`src/rtl/core/hlps_pkg.sv`:
```
// Shared types and constants for the half-duplex poll link sequencer.
`timescale 1ns / 1ps

package hlps_pkg;

  localparam int unsigned TimeW = 16;
  localparam int unsigned ByteW = 8;
  localparam int unsigned CfgIdxW = 2;

  localparam logic [TimeW-1:0] TimeMax = '1;

  // Link phases, in the encoding the phase field carries
  typedef enum logic [2:0] {
    PH_PRESEND = 3'd0,
    PH_WAIT    = 3'd1,
    PH_SEND    = 3'd2,
    PH_RECV    = 3'd3,
    PH_DONE    = 3'd4
  } phase_e;

  typedef enum logic [1:0] {
    CAUSE_GAP   = 2'd0,
    CAUSE_NOANS = 2'd1,
    CAUSE_FULL  = 2'd2
  } cause_e;

  typedef enum logic [CfgIdxW-1:0] {
    REG_SEND_INTERVAL   = 2'd0,
    REG_TURNAROUND_WAIT = 2'd1,
    REG_BYTE_GAP_LIMIT  = 2'd2,
    REG_NO_ANSWER_LIMIT = 2'd3
  } reg_idx_e;

  localparam logic [TimeW-1:0] SendIntervalRst   = 16'd15000;
  localparam logic [TimeW-1:0] TurnaroundWaitRst = 16'd15;
  localparam logic [TimeW-1:0] ByteGapLimitRst   = 16'd15;
  localparam logic [TimeW-1:0] NoAnswerLimitRst  = 16'd2000;

  typedef struct packed {
    logic [TimeW-1:0] send_interval;
    logic [TimeW-1:0] turnaround_wait;
    logic [TimeW-1:0] byte_gap_limit;
    logic [TimeW-1:0] no_answer_limit;
  } cfg_t;

  typedef struct packed {
    phase_e           phase;
    logic [TimeW-1:0] phase_timer;
    logic [TimeW-1:0] idle_timer;
    logic [ByteW-1:0] rx_count;
  } link_state_t;

  typedef struct packed {
    logic [TimeW-1:0] elapsed;
    logic             send_request;
    logic             tx_busy;
    logic             rx_valid;
    logic [ByteW-1:0] rx_byte;
  } hlps_in_t;

  typedef struct packed {
    logic [2:0]       phase;
    logic             begin_transmit;
    logic             start_send;
    logic             store_valid;
    logic [ByteW-1:0] store_index;
    logic [ByteW-1:0] store_byte;
    logic             frame_done;
    logic [ByteW-1:0] frame_length;
    logic [1:0]       end_cause;
  } hlps_out_t;

  // Saturating add of two timer values
  function automatic logic [TimeW-1:0] sat_add(input logic [TimeW-1:0] a,
                                               input logic [TimeW-1:0] b);
    logic [TimeW:0] sum;
    sum = {1'b0, a} + {1'b0, b};
    return sum[TimeW] ? TimeMax : sum[TimeW-1:0];
  endfunction

endpackage

```
`src/rtl/core/hlps_cfg.sv`:
```
// Configuration register bank of the poll link sequencer.
`timescale 1ns / 1ps

module hlps_cfg
  import hlps_pkg::*;
(
  input  logic               clk_i,
  input  logic               rst_ni,
  input  logic               cfg_we_i,
  input  logic [CfgIdxW-1:0] cfg_idx_i,
  input  logic [TimeW-1:0]   cfg_data_i,
  output cfg_t               cfg_o
);

  cfg_t cfg_q, cfg_d;

  always_comb begin
    cfg_d = cfg_q;
    if (cfg_we_i) begin
      case (reg_idx_e'(cfg_idx_i))
        REG_SEND_INTERVAL:   cfg_d.send_interval   = cfg_data_i;
        REG_TURNAROUND_WAIT: cfg_d.turnaround_wait = cfg_data_i;
        REG_BYTE_GAP_LIMIT:  cfg_d.byte_gap_limit  = cfg_data_i;
        REG_NO_ANSWER_LIMIT: cfg_d.no_answer_limit = cfg_data_i;
        default:             cfg_d = cfg_q;
      endcase
    end
  end

  always_ff @(posedge clk_i or negedge rst_ni) begin
    if (!rst_ni) begin
      cfg_q.send_interval   <= SendIntervalRst;
      cfg_q.turnaround_wait <= TurnaroundWaitRst;
      cfg_q.byte_gap_limit  <= ByteGapLimitRst;
      cfg_q.no_answer_limit <= NoAnswerLimitRst;
    end else begin
      cfg_q <= cfg_d;
    end
  end

  assign cfg_o = cfg_q;

endmodule

```
`src/rtl/core/hlps_step.sv`:
```
// Next-state and result logic for one scheduler tick.
`timescale 1ns / 1ps

module hlps_step
  import hlps_pkg::*;
#(
  parameter int unsigned MAX_FRAME = 255
) (
  input  cfg_t        cfg_i,
  input  link_state_t state_i,
  input  hlps_in_t    tick_i,
  output link_state_t state_o,
  output hlps_out_t   result_o
);

  localparam logic [ByteW-1:0] MaxFrameW = ByteW'(MAX_FRAME);

  phase_e           next_phase;
  logic [TimeW-1:0] idle_base;
  logic [ByteW-1:0] cnt_v;
  logic             gap, noans, full;

  always_comb begin
    next_phase = state_i.phase;
    state_o    = state_i;
    result_o   = '0;
    idle_base  = state_i.idle_timer;
    cnt_v      = state_i.rx_count;
    gap        = 1'b0;
    noans      = 1'b0;
    full       = 1'b0;

    case (state_i.phase)
      PH_PRESEND: begin
        if (state_i.phase_timer > cfg_i.send_interval && tick_i.send_request) begin
          next_phase              = PH_WAIT;
          result_o.begin_transmit = 1'b1;
        end
      end
      PH_WAIT: begin
        if (state_i.phase_timer >= cfg_i.turnaround_wait) begin
          next_phase          = PH_SEND;
          result_o.start_send = 1'b1;
        end
      end
      PH_SEND: begin
        if (!tick_i.tx_busy) begin
          next_phase       = PH_RECV;
          state_o.rx_count = '0;
        end
      end
      PH_RECV: begin
        // Take at most one byte, restart the gap timer on it
        if (tick_i.rx_valid && state_i.rx_count < MaxFrameW) begin
          result_o.store_valid = 1'b1;
          result_o.store_index = state_i.rx_count;
          result_o.store_byte  = tick_i.rx_byte;
          cnt_v                = state_i.rx_count + ByteW'(1);
          idle_base            = '0;
        end
        state_o.rx_count   = cnt_v;
        state_o.idle_timer = sat_add(idle_base, tick_i.elapsed);
        gap   = (cnt_v != '0) && (state_o.idle_timer >= cfg_i.byte_gap_limit);
        noans = state_o.idle_timer > cfg_i.no_answer_limit;
        full  = cnt_v >= MaxFrameW;
        if (gap || noans || full) begin
          next_phase            = PH_DONE;
          result_o.frame_done   = 1'b1;
          result_o.frame_length = cnt_v;
          result_o.end_cause    = gap   ? CAUSE_GAP :
                                  noans ? CAUSE_NOANS : CAUSE_FULL;
        end
      end
      default: begin
        next_phase         = PH_PRESEND;
        state_o.idle_timer = '0;
      end
    endcase

    state_o.phase       = next_phase;
    state_o.phase_timer = sat_add((next_phase != state_i.phase) ? '0 : state_i.phase_timer,
                                  tick_i.elapsed);
    result_o.phase      = next_phase;
  end

endmodule

```
`src/rtl/core/halfduplex_poll_link_sequencer.sv`:
```
// Top level of the half-duplex poll link master sequencer.
`timescale 1ns / 1ps

// Master side of a half-duplex poll link. Each input word is one scheduler
// tick: elapsed time, send request, transmitter busy flag and at most one
// received byte. Each tick yields exactly one output word with the phase
// after the tick and the pulses begin_transmit, start_send, store_valid
// (with index and byte) and frame_done (with length and end cause).
//
// Channels: in_* and out_* use valid/stall; a word moves at a clock edge
// with valid high and stall low. Configuration is a plain write port
// (cfg_we_i, cfg_idx_i, cfg_data_i), to be written by the user only while
// the block is idle; the block itself does not enforce this.
//
// An accepted input word is loaded into the input register; its step
// result then moves into the output register, where it is offered.
// Throughput: one tick per cycle while out_stall_i is low; the link state
// updates as a word moves from the input register into the output register.
//
// Reset: phase goes to presend, both timers and the byte count clear, and
// the configuration takes its default values. Both stages come up empty.
// Stall: when out_stall_i holds a full output register, the input register
// holds too, and in_stall_o rises once it is occupied.
module halfduplex_poll_link_sequencer
  import hlps_pkg::*;
#(
  parameter int unsigned MAX_FRAME = 255
) (
  input  logic               clk_i,
  input  logic               rst_ni,
  input  logic               in_valid_i,
  output logic               in_stall_o,
  input  hlps_in_t           in_data_i,
  output logic               out_valid_o,
  input  logic               out_stall_i,
  output hlps_out_t          out_data_o,
  input  logic               cfg_we_i,
  input  logic [CfgIdxW-1:0] cfg_idx_i,
  input  logic [TimeW-1:0]   cfg_data_i
);

  cfg_t        cfg;
  link_state_t state_q, state_d;
  hlps_out_t   result;

  logic        in_valid_q;
  hlps_in_t    in_data_q;
  logic        out_valid_q;
  hlps_out_t   out_data_q;

  logic        out_free;
  logic        advance;
  logic        in_take;

  hlps_cfg u_cfg (
    .clk_i      (clk_i),
    .rst_ni     (rst_ni),
    .cfg_we_i   (cfg_we_i),
    .cfg_idx_i  (cfg_idx_i),
    .cfg_data_i (cfg_data_i),
    .cfg_o      (cfg)
  );

  hlps_step #(
    .MAX_FRAME (MAX_FRAME)
  ) u_step (
    .cfg_i    (cfg),
    .state_i  (state_q),
    .tick_i   (in_data_q),
    .state_o  (state_d),
    .result_o (result)
  );

  // Output register is free when empty or being drained this cycle
  assign out_free   = !out_valid_q || !out_stall_i;
  assign advance    = in_valid_q && out_free;
  // Input register takes a word when empty or moving on
  assign in_stall_o = in_valid_q && !out_free;
  assign in_take    = in_valid_i && !in_stall_o;

  always_ff @(posedge clk_i or negedge rst_ni) begin
    if (!rst_ni) begin
      in_valid_q          <= 1'b0;
      out_valid_q         <= 1'b0;
      state_q.phase       <= PH_PRESEND;
      state_q.phase_timer <= '0;
      state_q.idle_timer  <= '0;
      state_q.rx_count    <= '0;
    end else begin
      if (in_take) begin
        in_valid_q <= 1'b1;
      end else if (advance) begin
        in_valid_q <= 1'b0;
      end
      if (advance) begin
        out_valid_q <= 1'b1;
        state_q     <= state_d;
      end else if (!out_stall_i) begin
        out_valid_q <= 1'b0;
      end
    end
  end

  // Payload registers: load on the handshake, hold otherwise
  always_ff @(posedge clk_i) begin
    if (in_take) begin
      in_data_q <= in_data_i;
    end
    if (advance) begin
      out_data_q <= result;
    end
  end

  assign out_valid_o = out_valid_q;
  assign out_data_o  = out_data_q;

endmodule

```
`config.mk`:
```
export PLATFORM = sky130hd
export DESIGN_NAME = halfduplex_poll_link_sequencer
export DESIGN_NICKNAME = d
export VERILOG_FILES = /design/src/rtl/core/hlps_pkg.sv /design/src/rtl/core/hlps_cfg.sv /design/src/rtl/core/hlps_step.sv /design/src/rtl/core/halfduplex_poll_link_sequencer.sv
export SDC_FILE = /design/constraint.sdc
export NUM_CORES = 1
export LEC_CHECK = 0
export ABC_AREA = 1
export ABC_CLOCK_PERIOD_IN_PS = 6200
export BUFFER_PORTS_ARGS = -buffer_cell sky130_fd_sc_hd__buf_2
export CAP_MARGIN = 20
export CORE_MARGIN = 2
export CORE_UTILIZATION = 28
export CTS_CLUSTER_SIZE = 16
export DETAILED_ROUTE_END_ITERATION = 12
export RECOVER_POWER = 50
export SETUP_SLACK_MARGIN = 0.02
export SLEW_MARGIN = 40
export SYNTH_ARGS = -nofsm -noshare
export SYNTH_HDL_FRONTEND = slang
export SYNTH_SLANG_ARGS = --single-unit
```
`constraint.sdc`:
```
create_clock -name clk_i -period 6.2 [get_ports clk_i]
set_input_delay 0.93 -clock clk_i [delete_from_list [all_inputs] [get_ports clk_i]]
set_output_delay 0.93 -clock clk_i [all_outputs]
set_load 0.02 [all_outputs]
```
Word-level counts from Yosys, hierarchy flattened
Cells that the tools add are included.
{"block": "totals", "regBits": 169, "in_bits": 50, "out_inout_bits": 35, "elab_cells": 98}
{"block": "classes", "addsub": 3, "n_lt_le_gt_ge": 6, "eq_ne": 9, "n_mux": 25, "bitwise": 3, "reduce_logical": 28}
{"cell": "16-bit two-way mux", "n": 5}
{"cell": "16-bit by 16-bit adder with 17-bit output", "n": 2}
{"cell": "16-bit greater-or-equal comparator", "n": 2}
{"cell": "16-bit > comparator", "n": 2}
{"cell": "16-bit one-hot mux with 2 select lines", "n": 1}
{"cell": "8-bit two-way mux", "n": 3}
{"cell": "17-bit two-way mux", "n": 1}
{"cell": "8-bit one-hot mux with 2 select lines", "n": 1}
{"cell": "2-bit AND reduction", "n": 7}
{"cell": "3-bit two-way mux", "n": 4}
{"cell": "3-bit one-hot mux with 4 select lines", "n": 1}
{"cell": "11-bit two-way mux", "n": 1}
{"cell": "8-bit by 1-bit adder with 8-bit output (second input constant)", "n": 1}
{"cell": "8-bit greater-or-equal comparator (second input constant)", "n": 1}
{"cell": "8-bit less-than comparator (second input constant)", "n": 1}
{"cell": "8-bit nonzero test", "n": 1}
{"cell": "3-bit by 2-bit equality test with 1-bit output (second input constant)", "n": 2}
{"cell": "1-bit logical AND", "n": 6}
{"cell": "1-bit two-way mux", "n": 6}
{"cell": "3-bit OR reduction", "n": 2}
{"cell": "2-bit equality test (second input constant)", "n": 2}
{"cell": "1-bit logical NOT", "n": 4}
{"cell": "2-bit two-way mux", "n": 2}
{"cell": "2-bit nonzero test", "n": 2}
{"cell": "other kinds (10)", "n": 14}

Logic depth before layout (Yosys ltp)
Gate-level depths: netlist of run 1.
{"block": "logic_depth", "ltp_word": 16, "ltp_mapped": 46, "ltp_nobuf": 44}

Modules after synthesis
A second synthesis of run 1 with hierarchy kept.
{"block": "hier_totals", "cells_unflattened": 1332, "hier_area_um2": 10687.8}
{"mod": "hlps_step", "instances": 1, "cells_each": 789, "area_each_um2": 4406.7, "seq_area_each_um2": 0.0}
{"mod": "halfduplex_poll_link_sequencer", "instances": 1, "cells_each": 258, "area_each_um2": 3643.5, "seq_area_each_um2": 2927.8}
{"mod": "hlps_cfg", "instances": 1, "cells_each": 285, "area_each_um2": 2637.5, "seq_area_each_um2": 1627.8}

Worst setup path after synthesis of run 1
Ideal clock, no wire load.
{"block": "synth_path", "path_type": "register to register", "from": "register state_q[0] in the netlist's numbering", "to": "register state_q[33] in the netlist's numbering", "setup_time_ps": 187, "arrival_ps": 5934, "t_required_ps": 6013, "slack_ps": 79, "stages_incl_launch_ff": 46, "n_path_buf": 2, "period_less_slack_ps": 6121, "cell_sequence": "dfrtp_1 -> ha_1 -> nand2_1 -> nor2_2 -> nand2_2 -> nand2_2 -> inv_1 -> nor2_1 -> ha_1 -> fa_1 -> nand3_1 -> nand3_1 -> a31oi_1 -> o21ai_0 -> nand3b_1 -> nand2_1 -> inv_1 -> buf_2 -> [... 10 more ...] -> nand3_2 -> nand2_4 -> buf_6 -> nor3_2 -> ha_1 -> fa_1 -> nand3_1 -> nand3_1 -> a21oi_1 -> o21bai_1 -> nand3_1 -> nand2_1 -> nand3_1 -> nand2_1 -> clkinv_1 -> nand3_1 -> nand2_1 -> o21ai_0"}
{"block": "synth_between", "elab_chain_len": 16}
{"item": "start, declared", "line_no": "halfduplex_poll_link_sequencer.sv:43", "rtl": "link_state_t state_q, state_d;"}
{"item": "start signal, assigned", "line_no": "halfduplex_poll_link_sequencer.sv:97", "rtl": "state_q <= state_d;"}
{"item": "8-bit less-than comparator", "line_no": "hlps_step.sv:54", "rtl": "if (tick_i.rx_valid && state_i.rx_count < MaxFrameW) begin"}
{"item": "1-bit logical AND", "line_no": "hlps_step.sv:54"}
{"item": "16-bit two-way mux", "line_no": "hlps_step.sv:54"}
{"item": "16-bit two-way mux", "line_no": "hlps_step.sv:33", "rtl": "case (state_i.phase)"}
{"item": "16-bit by 16-bit adder with 17-bit output", "line_no": "hlps_pkg.sv:77", "rtl": "sum = {1'b0, a} + {1'b0, b};"}
{"item": "16-bit two-way mux", "line_no": "hlps_pkg.sv:78", "rtl": "return sum[TimeW] ? TimeMax : sum[TimeW-1:0];"}
{"item": "16-bit greater-or-equal comparator", "line_no": "hlps_step.sv:63", "rtl": "gap = (cnt_v != '0) && (state_o.idle_timer >= cfg_i.byte_gap_limit);"}
{"item": "1-bit logical AND", "line_no": "hlps_step.sv:63"}
{"item": "1-bit logical OR", "line_no": "hlps_step.sv:66", "rtl": "if (gap || noans || full) begin"}
{"item": "1-bit logical OR *", "line_no": "hlps_step.sv:66"}
{"item": "3-bit two-way mux *", "line_no": "hlps_step.sv:66"}
{"item": "3-bit one-hot mux with 4 select lines *", "line_no": "hlps_step.sv:33"}
{"item": "3-bit != test *", "line_no": "hlps_step.sv:81", "rtl": "state_o.phase_timer = sat_add((next_phase != state_i.phase) ? '0 : state_i.phase_timer,"}
{"item": "16-bit two-way mux *", "line_no": "hlps_step.sv:81"}
{"item": "16-bit by 16-bit adder with 17-bit output *", "line_no": "hlps_pkg.sv:77"}
{"item": "16-bit two-way mux *", "line_no": "hlps_pkg.sv:78"}
Mark *: on every way between the ends. The rest lies on a longest branch, timed or not. The select of a mux whose other input is x is not followed.
A chain may end at the register's enable or synchronous reset.

Worst setup path in the final report of run 1
{"block": "layout_path", "from": "register state_q[1] in the netlist's numbering", "to": "register state_q[30] in the netlist's numbering"}
Same word-level chain as after synthesis.

==> results of run 1 <==
## path summary, 6_finish.rpt
check	cells after the start	from	end
max reg2reg	40	state_q[1]$_DFFE_PN0P_	state_q[30]$_DFFE_PN0P_
min	2	u_cfg.cfg_o[2]$_DFFE_PN0P_	u_cfg.cfg_o[2]$_DFFE_PN0P_
min in group asynchronous	1	rst_ni	state_q[6]$_DFFE_PN0P_
min reg2reg	2	u_cfg.cfg_o[2]$_DFFE_PN0P_	u_cfg.cfg_o[2]$_DFFE_PN0P_
max	40	state_q[1]$_DFFE_PN0P_	state_q[30]$_DFFE_PN0P_
max in group asynchronous	2	rst_ni	u_cfg.cfg_o[58]$_DFFE_PN0P_
## cell families after synthesis
logic type	synth area share
AND/OR/NAND/NOR	0.197
flip-flops	0.457
buffers and inverters	0.0899
XOR/XNOR	0.0132
adder cells (fa/ha/maj)	0.126
AO/OA/AOI/OAI	0.117
## cell type report
type	instances	area (um^2)	area share
multi-input cells	787	4800	0.398
clock buffers	20	468	0.0388
repair buffers	127	741	0.0614
inverters	205	777	0.0644
repair inverters	1	7.51	0.000622
well taps	461	577	0.0478
flip-flops and latches	169	4560	0.378
clock inverters	12	136	0.0113
## flip-flops by register name, indices dropped and copies added, names as in the netlist
name         cells
in_valid_q       1
out_data_o      33
u_cfg.cfg_o     64
in_data_q       27
state_q         43
out_valid_o      1
## layout by cell type, fill, tap and decap left out, types with 4 or more instances in the layout
master / Yosys / routed
xor2_1: 9 / 9
inv_1: 202 / 199
a21oi_2: 0 / 15
o22ai_1: 12 / 12
or2_2: 5 / 5
o21bai_1: 5 / 4
buf_4: 1 / 38
dfstp_2: 21 / 21
nand3_2: 2 / 12
dfrtp_1: 88 / 88
o21ai_0: 121 / 106
nand3_1: 59 / 48
ha_1: 97 / 91
edfxtp_1: 60 / 60
nand4_1: 6 / 6
xnor2_1: 6 / 6
nand2_1: 247 / 240
nor3_1: 18 / 13
a31o_2: 4 / 4
clkbuf_1: 19 / 11
buf_2: 2 / 75
clkbuf_16: 0 / 18
a21oi_1: 64 / 48
ha_4: 0 / 4
nor2_2: 2 / 6
nor3_2: 10 / 15
nor2_1: 94 / 88
nand2_2: 6 / 12
o21ai_1: 1 / 13
## stage by stage
stage	hold slack [ns]	instances	TNS (ns)	cell area [um^2]	utilization
2_1_floorplan	0.434	1187	0	9960	-
3_3_place_gp	0.469	1738	-0.00588	11100	0.314
3_5_place_dp	0.477	1738	-0.0678	11100	0.314
4_1_cts	0.493	1770	0	11700	0.332
5_1_grt	0.512	1782	-1.83	12100	0.342
6_report	0.487	1782	0	12100	0.342
## layer usage
metal / track usage / wire length, um / part of all wire / vias up
li1: - / - / - / 4132
met1: 0.171 / 11200 / 0.41 / 3938
met2: 0.259 / 14200 / 0.52 / 130
met3: 0.0191 / 747 / 0.028 / 40
met4: 0.0728 / 943 / 0.035 / 0
met5: 0 / 0 / 0 / -
## worst max-delay path, delay by kind of cell (launching register included)
family / cells / cell delay [ns]
AOI/OAI and AO/OA: 7 / 0.92
DFF: 1 / 0.43
and+or+nand+nor: 23 / 2.46
adders and majority gates: 5 / 1.32
xor gates and xnor gates: 1 / 0.23
buffers and inverters: 4 / 0.51
## timing repair
item | 4_1_cts | 5_1_grt
gates cloned | 0 | 1
endpoints found under the hold margin | 0 | 0
resized for setup | 6 | 83
buffers inserted | 0 | 11
endpoints found under the setup margin | 9 | 16
pin swaps | 0 | 27
## power by group
group          internal, mW  switching, mW
Combinational          1.17           1.77
Sequential             1.43          0.175
Clock                 0.633          0.460
Total                  3.22           2.41
==> results.json, run 1 <==
{
  "syn_to_final_growth_pct": 21.1,
  "cts.sink_count": 169,
  "r2r_slack_ns": 0.21,
  "largest_net_degree_at_the_start_of_global_routing": 65,
  "vdd.ir_drop.worst_v": 0.000237,
  "synth.distinct_cells": 41,
  "required_ns": 6.50,
  "slew_viol_final": 140,
  "yosys_warnings": 0,
  "failed_checks": "max-capacitance violations, max-slew violations",
  "timing_worst_slew_pin_value_ns": 2.91,
  "synth.yosys.seq_area_share": 0.457,
  "synth_top_cell_by_area": "dfrtp_1",
  "drt-wirelength-per-cell_um": 15.2,
  "io_buffer_count": 84,
  "fmaxAchievable_ghz": 0.167,
  "antenna_viol_nets_final": 0,
  "grt_overflow_total": 0,
  "wirelength_um": 27100,
  "placementRows": 69,
  "critical_path.max_fanout": 14,
  "ctsLongestPathBuffers": 2,
  "count_of_mapped_cells_out_of_synthesis": 1187,
  "dpl_worst_slack_ns": -0.0678,
  "syn_nets": 1336,
  "cts_buffer_count": 17,
  "prevailing_post_synth_register_cell": "dfrtp_1",
  "cts_tree": "done",
  "via_count_of_the_first_global_routing_pass": 7876,
  "power-per-cell-area_nw_per_um2": 467,
  "grt_antenna_before_repair": 0,
  "dr_total_vias": 8240,
  "htree_levels": 4,
  "total_power_mw": 5.63,
  "die-area_um2": 37100,
  "io_pins": 85,
  "initial_standard_cell_utilization_of_the_core": 0.282,
  "synth.ff_latch_count": 169,
  "yosys.cell_count.top_type": "nand2_1",
  "critPathArrivalTime_ns": 6.30,
  "yosysTopAreaCellShare": 0.221,
  "post_synth_instance_area_um2": 9960,
  "outcome": "finished with violations",
  "clk_root_buffer_cell": "clkbuf_16",
  "place_congestion": 0.917,
  "avgViaCountPerCell": 4.62,
  "hold_buffers": 0,
  "route.detailed.drc": 0,
  "timing.final.crit_period_ns": 5.99,
  "fin_worst_skew_ns": 0.00823,
  "hp_class": "flip-flop to flip-flop",
  "synth_area_leaders": "dfrtp_1, edfxtp_1, ha_1",
  "report.final.setup_viol": 0,
  "die_height_um": 193,
  "worst_path_max_delay_cell": "dfrtp_1",
  "violation_count_after_the_first_detailed_route_iteration": 413,
  "max_cap_viol_count": 3,
  "track_usage": 0.146,
  "hold_violations": 0,
  "setup.worst_path.end_class": "flip-flop",
  "insertion_delay_ns": 0.44,
  "avgSynthCellArea_um2": 8.39,
  "dr.pass1.iters": 5,
  "synth_enable_flop_cells": 60,
  "setup_slack_ns": 0.205,
  "worst_path_largest_cell_delay_ns": 0.43,
  "post_synth_most_frequent_cells": "nand2_1, inv_1, o21ai_0, ha_1, nor2_1",
  "slew_headroom": -0.940,
  "layout_worst_path_cycle_share": 0.967,
  "timing.critical_path.from_type": "flip-flop",
  "core_area_um2": 35300,
  "timing_worst_setup_path_type": "flip-flop to flip-flop",
  "hpwlAfterDp_um": 20500,
  "share_of_layout_cells_above_drive_strength_1": 0.201,
  "filler_cell_count_in_the_final_layout": 3608,
  "num-nets-final": 1457,
  "async_flop_share": 0.645,
  "antenna_cells_inserted": 0,
  "chipWidth_um": 193,
  "wire_length_of_the_first_global_routing_pass_um": 41100,
  "p_leak_nw": 5.82,
  "worst_setup_hold_path_clk_slew_ns": 0.07
}
Note: power is estimated with default switching activity, not from simulation.
==> run 2, diff against run 1 <==
- CELL_PAD_IN_SITES_DETAIL_PLACEMENT: not set -> 0
- CELL_PAD_IN_SITES_GLOBAL_PLACEMENT: not set -> 1
- PLACE_DENSITY_LB_ADDON: not set -> 0.1
- SETUP_SLACK_MARGIN: 0.02 -> 0.4
==> run 2 against run 1 <==
Net effect: the run still ends with max-capacitance violations, max-slew violations left; core utilization increased by 2.8 points; setup slack improved by 0.26 ns; sequential power about the same; die area unchanged; sequential cell count did not move; fmax up 4.5%; final cell count is 2.7% higher; count of clock-buffer cells in the layout grew 2; via count grew 0.36%; sequential share of layout area fell by 2.8 points; register-to-register slack better by 0.26 ns; highest routed layer unchanged.
==> results.json, run 2 (synthesized netlist as in run 1, its figures left out) <==
{
  "outcome": "finished with violations",
  "failed_checks": "max-capacitance violations, max-slew violations",
  "layout_commonest_cell": "nand2_1",
  "total_switching_power_mw": 2.70,
  "die_height_um": 193,
  "cts.sink_count": 169,
  "max_cap_viol_count": 2,
  "gate_power_share": 0.574,
  "wire_length_of_the_first_global_routing_pass_um": 47600,
  "setup_slack_ns": 0.462,
  "regArea_um2": 4560,
  "worst_path_max_delay_cell": "dfrtp_1",
  "place_congestion": 0.839,
  "crit_family": "simple AND/OR/NAND/NOR gates",
  "ctsLongestPathBuffers": 2,
  "hold_violations": 0,
  "hpwlAfterDp_um": 23400,
  "core_area_um2": 35300,
  "drt-wirelength-per-cell_um": 17.0,
  "grt_antenna_before_repair": 1,
  "largest_register_ffs": 64,
  "htree_levels": 4,
  "hold_buffers": 0,
  "dr_total_vias": 8270,
  "worst_path_largest_cell_delay_ns": 0.38,
  "power.internal_mw": 3.67,
  "final_cell_mix": "nand2_1, inv_1, o21ai_0",
  "required_ns": 6.51,
  "violation_count_after_the_first_detailed_route_iteration": 383,
  "cts_tree": "done",
  "filler_cell_count_in_the_final_layout": 3667,
  "placementRows": 69,
  "multi_input_area_um2": 5330,
  "share_of_layout_cells_above_drive_strength_1": 0.283,
  "setup.worst_path.end_class": "flip-flop",
  "die-area_um2": 37100,
  "antenna_viol_nets_final": 0,
  "avgViaCountPerCell": 4.52,
  "worstPathBufferInverterCount": 4,
  "critPathArrivalTime_ns": 6.04,
  "track_usage": 0.173,
  "dr.pass1.iters": 6,
  "timing_worst_setup_path_type": "flip-flop to flip-flop",
  "vdd.ir_drop.worst_v": 0.000232,
  "initial_standard_cell_utilization_of_the_core": 0.282,
  "power.share.clock": 0.176,
  "slew_viol_final": 112,
  "critical_path.max_fanout": 5,
  "io_pins": 85,
  "chipWidth_um": 193,
  "cts_buffer_count": 17,
  "wirelength_um": 31100,
  "report.final.setup_viol": 0,
  "grt_overflow_total": 0,
  "clk_root_buffer_cell": "clkbuf_16",
  "layout_worst_path_cycle_share": 0.926,
  "insertion_delay_ns": 0.44,
  "p_leak_nw": 6.19,
  "p_sw_frac": 0.424,
  "timing.final.crit_period_ns": 5.74,
  "fin_worst_skew_ns": 0.00894,
  "num-nets-final": 1505,
  "largest_net_degree_at_the_start_of_global_routing": 67,
  "timing_worst_slew_pin_value_ns": 2.59,
  "dpl_worst_slack_ns": -0.0911,
  "timing.critical_path.from_type": "flip-flop",
  "finalCoreUtilization": 0.369,
  "total_power_mw": 6.37,
  "syn_to_final_growth_pct": 30.9,
  "route.detailed.drc": 0,
  "fmaxAchievable_ghz": 0.174,
  "power-per-cell-area_nw_per_um2": 489,
  "antenna_cells_inserted": 0,
  "grt_setup_unrepaired": "yes",
  "power.sequential.fraction": 0.250,
  "io_buffer_count": 84,
  "via_count_of_the_first_global_routing_pass": 8367,
  "slew_headroom": -0.725,
  "worst_setup_hold_path_clk_slew_ns": 0.07,
  "hp_class": "flip-flop to flip-flop"
}
==> run 2: cell types whose count changed in the layout (fill, tap and decap cells not counted), sizes merged <==
cell,change
buf,+49
inv,+2
clkbuf,+2
bufinv,-1
clkinvlp,-3
clkinv,-1
==> run 2: area by class of cell <==
type                            instances  share of cell area
Inverter                              205              0.0599
Timing Repair Buffer                  176              0.0911
Sequential cell                       169               0.349
Tap cell                              461              0.0442
Clock inverter                         10             0.00767
Clock buffer                           22              0.0389
Multi-Input combinational cell        787               0.409
==> run 2: per-layer routing <==
layer,wire length (um),GRT usage,up-vias
met5,0,0,-
met4,328,0.0390,0
met3,578,0.0256,14
met2,16100,0.309,71
met1,14000,0.221,3971
li1,-,-,4214
==> run 2: what timing repair did <==
item	4_1_cts	5_1_grt
pin swaps	30	55
endpoints found under the setup margin	16	16
resized for setup	59	130
hold endpoints to repair	0	0
setup buffers	13	16
cloned	0	1
==> run 2: power by group through the flow <==
stage / Sequential (mW) / Clock [mW] / Combinational, mW
5_1_grt: 1.63 / 1.21 / 4.11
3_5_place_dp: 1.62 / 0 / 3.01
6_report: 1.59 / 1.12 / 3.66
2_1_floorplan: 1.59 / 0 / 1.92
3_3_place_gp: 1.62 / 0 / 3.02
4_1_cts: 1.60 / 1.16 / 3.24
==> run 2: path summary, 6_finish.rpt <==
| kind | start | to | slack [ns] | cells past startpoint |
|---|---|---|---|---|
| hold reg to reg | u_cfg.cfg_o[39]$_DFFE_PN0P_ | u_cfg.cfg_o[39]$_DFFE_PN0P_ | 0.48 | 2 |
| hold / removal | u_cfg.cfg_o[39]$_DFFE_PN0P_ | u_cfg.cfg_o[39]$_DFFE_PN0P_ | 0.48 | 2 |
| max in group asynchronous | rst_ni | state_q[8]$_DFFE_PN0P_ | 2.02 | 2 |
| min in group asynchronous | rst_ni | u_cfg.cfg_o[45]$_DFFE_PN0P_ | 1.29 | 1 |
| setup / recovery | state_q[0]$_DFFE_PN0P_ | state_q[38]$_DFFE_PN0P_ | 0.46 | 40 |
| setup reg to reg | state_q[0]$_DFFE_PN0P_ | state_q[38]$_DFFE_PN0P_ | 0.46 | 40 |
==> run 2: metrics by stage <==
step | hold WS (ns) | cells | area [um^2] | TNS, ns
2_1_floorplan | 0.434 | 1187 | 9990 | 0
3_3_place_gp | 0.468 | 1768 | 11400 | -0.0262
3_5_place_dp | 0.473 | 1768 | 11400 | -0.611
4_1_cts | 0.492 | 1813 | 12300 | 0
5_1_grt | 0.506 | 1830 | 13000 | 0
6_report | 0.484 | 1830 | 13000 | 0
==> run 2: worst register-to-register path, delay by kind of cell (launching register included) <==
family                     cells  cell delay (ns)
buffers and inverters          4             0.50
and+or+nand+nor               21             2.02
AOI/OAI and AO/OA              7             0.85
xor gates and xnor gates       2             0.31
DFF                            1             0.38
adders and majority gates      6             1.55
